==> config.mk <==
export PLATFORM = sky130hd
export DESIGN_NAME = lruc_mod_unit
export DESIGN_NICKNAME = d
export VERILOG_FILES = /design/src/rtl/core/lruc_pkg.sv /design/src/rtl/core/lruc_mod_unit.sv
export SDC_FILE = /design/constraint.sdc
export NUM_CORES = 1
export LEC_CHECK = 0
export CAP_MARGIN = 25
export CORE_ASPECT_RATIO = 1.1
export CORE_MARGIN = 5
export CORE_UTILIZATION = 50
export CTS_BUF_LIST = sky130_fd_sc_hd__clkbuf_16
export CTS_CLUSTER_SIZE = 24
export DETAILED_ROUTE_END_ITERATION = 7
export DONT_BUFFER_PORTS = 1
export PLACE_DENSITY = 0.62
export REMOVE_ABC_BUFFERS = 1
export SKIP_CTS_REPAIR_TIMING = 1
export SYNTH_ARGS = -nofsm -noshare
export SYNTH_HDL_FRONTEND = slang
export SYNTH_SLANG_ARGS = --single-unit
==> constraint.sdc <==
create_clock -name clk -period 5.2 [get_ports clk]
set_clock_uncertainty 0.2 [all_clocks]
set_input_delay 0.52 -clock clk [delete_from_list [all_inputs] [get_ports clk]]
set_output_delay 0.52 -clock clk [all_outputs]
set_load 0.005 [all_outputs]
==> src/rtl/core/lruc_pkg.sv <==
`default_nettype none
// ----------------------------------------------------------------------------
// lruc_pkg
// Shared types and defaults of the LRU transaction ID cache.
// ----------------------------------------------------------------------------
package lruc_pkg;

	localparam int DEF_CAPACITY = 512;
	localparam int DEF_BUCKETS  = 128;
	localparam int ID_W         = 64;
	localparam int FOLD_W       = 32;

	// request kinds
	localparam logic REQ_LOOKUP = 1'b0;
	localparam logic REQ_INSERT = 1'b1;

	typedef struct packed {
		logic            req_type;
		logic [ID_W-1:0] trans_id;
	} req_t;

	typedef struct packed {
		logic hit;
		logic evicted;
	} rsp_t;

endpackage
`default_nettype wire

==> src/rtl/core/lruc_mod_unit.sv <==
`default_nettype none
// ----------------------------------------------------------------------------
// lruc_mod_unit
// Remainder of a 32-bit fold by the bucket count, one byte per step.
// ----------------------------------------------------------------------------
module lruc_mod_unit
	import lruc_pkg::*;
#(
	parameter int BUCKETS = DEF_BUCKETS,
	localparam int BW = (BUCKETS > 1) ? $clog2(BUCKETS) : 1
) (
	input  wire logic              clk,
	input  wire logic              arst_n,
	input  wire logic              start,
	input  wire logic [FOLD_W-1:0] dividend,
	output logic                   done,
	output logic [BW-1:0]          rem
);

	// each step folds one byte into the running remainder, x = rem * 256 + byte,
	// and reduces x by reciprocal multiplication: exact for x below 2^20 and a
	// bucket count of at most 4096
	localparam int CHUNK_W = 8;
	localparam int STEPS   = FOLD_W / CHUNK_W;
	localparam int CW      = $clog2(STEPS);
	localparam int X_W     = 20;
	localparam int SHIFT   = 32;
	localparam int P_W     = X_W + SHIFT + 1;
	localparam longint unsigned RECIP_L =
		((64'd1 << SHIFT) + 64'(BUCKETS) - 64'd1) / 64'(BUCKETS);
	localparam logic [SHIFT:0]  RECIP   = (SHIFT+1)'(RECIP_L);
	localparam logic [X_W-1:0]  DIVISOR = X_W'(BUCKETS);

	logic              busy_q;
	logic              done_q;
	logic              phase_q;
	logic [CW-1:0]     cnt_q;
	logic [FOLD_W-1:0] div_q;
	logic [BW-1:0]     rem_q;
	logic [X_W-1:0]    x_q;
	logic [X_W-1:0]    quo_q;
	logic [X_W-1:0]    x_next;
	logic [P_W-1:0]    prod;
	logic [X_W-1:0]    rem_full;

	// multiplies: quotient estimate by reciprocal, then remainder by multiply-subtract
	always_comb begin
		x_next   = {(X_W-CHUNK_W)'(rem_q), div_q[FOLD_W-1 -: CHUNK_W]};
		prod     = P_W'(x_next) * P_W'(RECIP);
		rem_full = x_q - quo_q * DIVISOR;
	end

	// control
	always_ff @(posedge clk or negedge arst_n) begin
		if (!arst_n) begin
			busy_q  <= 1'b0;
			done_q  <= 1'b0;
			phase_q <= 1'b0;
			cnt_q   <= '0;
		end else begin
			done_q <= busy_q && phase_q && (cnt_q == '0);
			if (start) begin
				busy_q  <= 1'b1;
				phase_q <= 1'b0;
				cnt_q   <= CW'(STEPS-1);
			end else if (busy_q) begin
				phase_q <= !phase_q;
				if (phase_q) begin
					cnt_q <= cnt_q - 1'b1;
					if (cnt_q == '0) busy_q <= 1'b0;
				end
			end
		end
	end

	// datapath
	always_ff @(posedge clk) begin
		if (start) begin
			div_q <= dividend;
			rem_q <= '0;
		end else if (busy_q) begin
			if (!phase_q) begin
				x_q   <= x_next;
				quo_q <= prod[X_W+SHIFT-1:SHIFT];
				div_q <= {div_q[FOLD_W-CHUNK_W-1:0], {CHUNK_W{1'b0}}};
			end else begin
				rem_q <= rem_full[BW-1:0];
			end
		end
	end

	assign done = done_q;
	assign rem  = rem_q;

endmodule
`default_nettype wire

-- Word level (Yosys, flattened, before mapping)
Index checks and enable logic that the tools add are counted.
- register bits after elaboration: 50
- input port bits: 35
- output and inout bits: 8
- logic and storage cells: 34
- add/sub/neg operators: 2
- equal/unequal tests: 1
- mux-type cells: 12
- bitwise operators: 2
- reduce and logical (&&, ||, !) cells: 10
- operators by type and width (kind ; count):
    $mux 31 ; 3
    $sub 7x1->7 const B ; 1
    $mux 1 ; 6
    $mux 2 ; 3
    $reduce_and 2->1 ; 3
    $reduce_bool 2->1 ; 2
    $reduce_and 3->1 ; 1
    $logic_and 1x1->1 ; 2
    $logic_not 2->1 ; 1
    $ne 2x2->1 const B ; 1
    $not 1->1 ; 2
    $sub 2x1->2 const B ; 1
    $logic_not 1->1 ; 1

-- Longest topological paths before layout
Gate-level depths: netlist of run 1.
- word-level depth: 5
- gate-level depth with buffers: 4
- depth with buffers taken out: 4

-- Least setup slack after synthesis of run 1
OpenSTA, ideal clock, no wires.
- path type: input to register
- start point: input start
- end point: register div_q[0] (enable)
- setup time: 0.389 ns
- arrival time: 1.529 ns
- required time: 4.611 ns
- path slack: 3.082 ns
- stages: 3
- buffers on the path: 2
- cells stage by stage: buf_6 > buf_2 > nand2b_1
- cells in the longest elaborated chain, start to end: 2
- elaborated cells on any way between the ends: 3
- those cells by class: eq/ne: 1; reduce/logical: 2
- ends and longest elaborated chain (item ; RTL line ; source):
    from (decl) ; lruc_mod_unit.sv:14 ; input wire logic start,
    $ne 2x2->1 (no source line) / $reduce_bool 2->1 (equally long branches) ; -- ;
    $reduce_and 2->1 (no source line) (*) ; -- ;
    to (signal assigned) ; lruc_mod_unit.sv:79 ; div_q <= dividend;
    to (signal assigned) ; lruc_mod_unit.sv:85 ; div_q <= {div_q[FOLD_W-CHUNK_W-1:0], {CHUNK_W{1'b0}}};
    to (decl) ; lruc_mod_unit.sv:38 ; logic [FOLD_W-1:0] div_q;
Mark *: on every way between the ends. The rest lies on a longest branch, timed or not.
A chain may end at the register's enable or synchronous reset.

-- Worst setup path in the final report of run 1
- start point: register phase_q
- end point: register x_q[4] (enable)
- cells in the longest elaborated chain, start to end: 2
- ends and longest elaborated chain (item ; RTL line ; source):
    from (decl) ; lruc_mod_unit.sv:36 ; logic phase_q;
    from (signal assigned) ; lruc_mod_unit.sv:67 ; phase_q <= !phase_q;
    $not 1->1 (no source line) ; -- ;
    $reduce_and 3->1 (no source line) ; -- ;
    to (signal assigned) ; lruc_mod_unit.sv:83 ; x_q <= x_next;
    to (decl) ; lruc_mod_unit.sv:40 ; logic [X_W-1:0] x_q;
Every way passes these cells.

==> key figures, run 1 <==
Run status
  – Status: finished clean

Timing
  – Hold Violations, Final: 0
  – Fin. max-slew vios: 0
  – Relative slew margins: 60.9%
  – Min Tclk post-route: 1.89 ns
  – Setup-failing EPs final: 0
  – Setup TNS: 0 ns
  – Fmax achieved: 528 MHz
  – Worst Tran Pin Value: 0.586 ns
  – RSZ-0062 raised after global routing: false
  – Final period util: roughly 36%

Clocking
  – Clk_lat worst skew: about 0.28 ns
  – H-tree lvl count: 2
  – Clock tree buffer depth: 2
  – Num CTS Buffers: 5
  – TritonCTS clock tree: yes
  – CTS sink count: 47
  – Clock transition at path regs: roughly 0.06 ns
  – Root buf cell: clkbuf_16

Power and ir drop
  – Pwr per Cell Area: 376 nW/um^2
  – Leakage Power: 0.000860 uW
  – Worst ir drop on vdd: 225 uV

Placed design
  – GP Congestion: about 0.6
  – Area after DPL: 1990 um^2
  – Placed insts: 167
  – IO buf count: 0
  – Dpl hpwl: roughly 1800 um

Die
  – Die X: between 70 and 80 um
  – Die area: 5360 um^2
  – Row count: 24
  – Number of I/O pins: 43
  – Die height: between 70 and 80 um
  – Starting density of the core: 51.2%
  – Core area: between 3000 and 4000 um^2

Worst setup path
  – Number of cells on the critical path: 2
  – Worst Reg-to-Reg Cells: 2
  – Crit path buf inv count: 0
  – Startpoint Class: flop
  – Setup crit end kind: flop
  – CP max stage delay: 0.59 ns
  – Cell Chain, Critical Path: nand2b_1, nor2_1
  – Slowest-stage cell, CP: dfrtp_1
  – Required time of the critical path: 4.92 ns
  – Worst Path Arrival: 1.61 ns
  – Crit path kind: flop to flop
  – CP delay by family, top: simple AND/OR/NAND/NOR gates
  – Crit path max fanout: 21

Logic synthesis
  – EDFF count, synth: 35
  – Top FF cell, synth: edfxtp_1
  – Most common cell in the netlist: edfxtp_1
  – Post-synth ARST share: 10.6%
  – Post-Synthesis Cells: 123
  – Post-synth top area share: 52.6%
  – Yosys top cell by area: edfxtp_1
  – Top cells by count, synth: edfxtp_1, mux2_4, a21oi_1
  – Netlist cell types: 20
  – Post-synthesis sequential area ratio: 65.8%
  – Synthesized cell area: about 2000 um^2
  – Synth area leaders: edfxtp_1, mux2_4, dfxtp_1
  – Yosys warnings: 0
  – #FFs+latches synth: 47
  – Avg Cell Area, Syn: 16.3 um^2

Final layout
  – Layout cells sized above 1: 28.2%
  – Area delta synth->final: 6.95%
  – Layout Nets: 159
  – Final core area utilization: 54.8%
  – Layout Cells excl Fill: 176
  – Post-route design area: 2140 um^2
  – Antenna cells: 0

Route
  – Iter 0 DRT Violations: 46
  – DRC Markers: 0
  – Via density: 5.31
  – Drt pass-1 iters: 3
  – Antenna viol nets, final: 0
  – WL/cell: 15.5 um
  – Final WL: 2730 um
  – DR vias: 935

Worst hold path
  – Worst hold path type: primary input to flop
  – Hold Path Depth: 1

Run
  – Max cap viols: 0

Global route
  – Vias in the first global route: 976
  – First-pass GRT wire length: about 4300 um
  – Largest net degree at the start of global routing: 44
  – Total gr overflow: 0
  – Initial antenna violation count: 0
  – Total track usage: 10.8%
worst register-to-register path: cells and delay by family (launching register included):
family,cells,cell delay [ns]
flops,1,0.59
simple gates,2,0.73
registers in the layout, indices dropped and copies added (netlist names):
register and count:
div_q 28, rem 7, x_q 7, cnt_q 2, busy_q 1, done 1, phase_q 1
final cells by class:
class,count,area (um^2)
Clock buffer,5,125
Clock inverter,3,12.5
Fill cell,334,1770
Inverter,2,7.51
Multi-Input combinational cell,65,594
Sequential cell,47,1320
Tap cell,52,65.1
Timing Repair Buffer,2,17.5
where the power goes:
| group | switching, uW | internal, uW | total (uW) | leakage, uW |
|---|---|---|---|---|
| Sequential | 13.8 | 445 | 459 | 0.000476 |
| Clock | 120 | 173 | 294 | 0.0000762 |
| Combinational | 15.6 | 34.6 | 50.2 | 0.000307 |
| Total | 150 | 653 | 803 | 0.000860 |
placed cells by master, fill, tap and decap left out, drive strengths merged:
cell         count
a21bo            7
a21o             1
a21oi           10
and2             7
and3             1
and4b            2
buf              1
clkbuf           5
clkinv           1
dfrtp            5
dfxtp            7
dlygate4sd3      1
edfxtp          35
ha               1
inv              4
mux2            21
nand2            2
nand2b           3
nand3            7
nor2             3
routing by layer:
layer | routed length, um | vias up | share of wire (%) | global-route usage, %
met2 | 1370 | 30 | 50 | 17.0
met5 | 0 | - | 0 | 0
met1 | 1000 | 450 | 37 | 10.3
li1 | - | 448 | - | -
met3 | 272 | 7 | 10 | 6.60
met4 | 83 | 0 | 3.0 | 7.47
final timing paths:
check                           slack [ns]       to      start
worst min register to register        0.22   x_q[5]  div_q[29]
worst max register to register        3.31   x_q[4]    phase_q
min in group asynchronous             0.33     done     arst_n
max in group asynchronous             4.27   busy_q     arst_n
worst min-delay path                  0.11  phase_q      start
worst max-delay path                  3.31   x_q[4]    phase_q
through the flow:
step / total power, uW / hold WS [ns] / setup slack (ns)
finish: 803 / 0.107 / 3.31
global route: 839 / 0.0958 / 3.17
CTS: 816 / -0.283 / 3.28
detailed placement: 517 / 0.0245 / 3.30
global placement: 513 / 0.0245 / 3.32
floorplan: 507 / 0.0244 / 3.16
logic make-up (layout without fill, tap and decap cells):
family | Yosys count | count (layout) | share of synthesized area [%]
AOI/OAI and AO/OA | 18 | 18 | 6.38
muxes | 21 | 21 | 15.6
adders and majority gates | 1 | 1 | 0.626
buffers and inverters | 11 | 12 | 4.44
and+or+nand+nor | 25 | 25 | 7.13
DFF | 47 | 47 | 65.8
Note: power is estimated with default switching activity, not from simulation.
==> run 2, diff against run 1 <==
clock period = 1.9 ns   (was 5.2 ns; I/O delays follow)
==> run 2 against run 1 <==
Net effect: clock power grew to 2.7 times the previous value; first-iteration DRC count rose by 20%; sequential share of layout area is 8.3 points lower; largest cell class unchanged.
==> key figures, run 2 (same netlist as run 1, synthesis figures left out) <==
Worst setup path
  – Worst r2r src: phase_q
  – Crit path max fanout: 28 (+33%)
  – Reg-to-reg slack, setup: 0.51 ns (-2.80 ns)
  – Worst Reg-to-Reg Cells: 3 (+1)
  – Worst Path Arrival: 1.17 ns (-0.44 ns)
  – Crit path kind: flop to flop
  – FF-to-FF End: div_q[27]
  – Startpoint Class: flop
  – Required time of the critical path: 1.68 ns (-3.24 ns)
  – Setup crit end kind: flop

Run
  – Max cap viols: 0 (unchanged)

Worst hold path
  – Worst hold path type: primary input to async pin

Die
  – Starting density of the core: 51.2% (unchanged)
  – Row count: 24 (unchanged)
  – Die height: 76.3 um (unchanged)
  – Die X: 70.3 um (unchanged)
  – Number of I/O pins: 43 (unchanged)
  – Die area: 5360 um^2 (unchanged)
  – Core area: 3900 um^2 (unchanged)

Route
  – Iter 0 DRT Violations: 55 (+20%)
  – Drt pass-1 iters: 4 (+1)
  – Antenna viol nets, final: 0 (unchanged)
  – Via density: 5.09 (-4.3%)
  – DRC Markers: 0 (unchanged)
  – WL/cell: 13.8 um (-11%)
  – DR vias: 1058 (+13%)
  – Final WL: 2870 um (+5.1%)

Power and ir drop
  – Leakage Power: 0.00101 uW (+17%)
  – Worst ir drop on vdd: 616 uV (+170%)
  – Pwr per Cell Area: 913 nW/um^2 (+140%)

Clocking
  – Num CTS Buffers: 5 (unchanged)
  – CTS sink count: 47 (unchanged)
  – Clk_lat worst skew: 0.27 ns (about the same)
  – Root buf cell: clkbuf_16
  – TritonCTS clock tree: yes
  – Clock transition at path regs: 0.06 ns (about the same)
  – H-tree lvl count: 2 (unchanged)
  – Clock tree buffer depth: 2 (unchanged)

Timing
  – Setup-failing EPs final: 0 (unchanged)
  – Hold Violations, Final: 0 (unchanged)
  – Worst Tran Pin Value: 0.238 ns (-0.348 ns)
  – Min Tclk post-route: 1.39 ns (-0.503 ns)
  – RSZ-0062 raised after global routing: false
  – Fin. max-slew vios: 0 (unchanged)
  – Relative slew margins: 84.1% (+23 points)
  – Final period util: 73.2% (+37 points)
  – Fmax achieved: 719 MHz (+36%)

Global route
  – Vias in the first global route: 967 (-0.92%)
  – Total gr overflow: 0 (unchanged)
  – Total track usage: 11.2% (+0.40 points)
  – Largest net degree at the start of global routing: 44 (unchanged)
  – Initial antenna violation count: 0 (unchanged)
  – First-pass GRT wire length: 4690 um (+8.3%)

Final layout
  – Most frequent cells in the layout: edfxtp_1, dlygate4sd3_1, mux2_4, a21oi_1
  – Area delta synth->final: 23.7%
  – Antenna cells: 0 (unchanged)
  – Fillcell total: 299 (-10%)
  – Layout cells sized above 1: 24.4% (-3.9 points)
  – Most flops, register: div_q
  – Layout Nets: 191 (+20%)
  – Final core area utilization: 63.3% (+8.6 points)
  – Post-route design area: 2470 um^2 (+16%)
  – Commonest non-fill, non-tap cell in the layout: edfxtp_1
  – Max reg flops: 28 (unchanged)

Placed design
  – GP Congestion: 0.642 (+8.9%)
  – Dpl hpwl: 1840 um (+3.3%)
  – IO buf count: 0 (unchanged)
  – Area after DPL: 2030 um^2 (+1.8%)

Run status
  – Status: finished clean
==> run 2: cell count changes in the layout (fill, tap and decap cells not counted) <==
cell,change
inv_1,+1
clkinv_2,-1
dlygate4sd3_1,+28
buf_4,+2
buf_12,+2
==> run 2: worst max-delay path: stages (launching register included) <==
cell and delay (ns):
dfrtp_1 0.38, nand2b_1 0.18, nand2b_1 0.13, buf_12 0.20
==> run 2: final cells by class <==
class / instances / area [um^2] / area share, %
inverters: 2 / 7.51 / 0.304
clock buffers: 5 / 125 / 5.06
flip-flops and latches: 47 / 1320 / 53.2
repair buffers: 34 / 353 / 14.3
well taps: 52 / 65.1 / 2.63
clock inverters: 3 / 11.3 / 0.455
multi-input cells: 65 / 594 / 24.0
==> run 2: stage by stage <==
| stage | worst slack, ns | hold WS, ns | power [uW] | TNS (ns) | instances |
|---|---|---|---|---|---|
| 2_1_floorplan | -0.137 | -0.306 | 1390 | -3.83 | 114 |
| 3_3_place_gp | 0.534 | -0.305 | 1410 | 0 | 170 |
| 3_5_place_dp | 0.510 | -0.305 | 1430 | 0 | 170 |
| 4_1_cts | 0.502 | -0.600 | 2220 | 0 | 178 |
| 5_1_grt | 0.444 | 0.0222 | 2380 | 0 | 208 |
| 6_report | 0.509 | 0.00955 | 2260 | 0 | 208 |
==> run 2: report_power, final <==
part	switching, uW	internal (uW)
logic	77.9	143
registers	29.7	1220
clock network	316	472
==> run 2: worst max-delay path by stage <==
stage / startpoint / to / slack [ns] / depth (start not counted)
floorplan: phase_q / div_q[0] / -0.14 / 2
global placement: phase_q / div_q[4] / 0.53 / 3
detailed placement: phase_q / div_q[4] / 0.51 / 3
CTS: phase_q / div_q[25] / 0.50 / 3
global route: phase_q / div_q[20] / 0.44 / 3
finish: phase_q / div_q[27] / 0.51 / 3
==> run 2: routing by layer <==
metal / track usage [%] / routed length [um] / vias up
li1: - / - / 514
met1: 12.5 / 1090 / 509
met2: 17.4 / 1520 / 31
met3: 6.46 / 218 / 4
met4: 4.60 / 37 / 0
met5: 0 / 0 / -
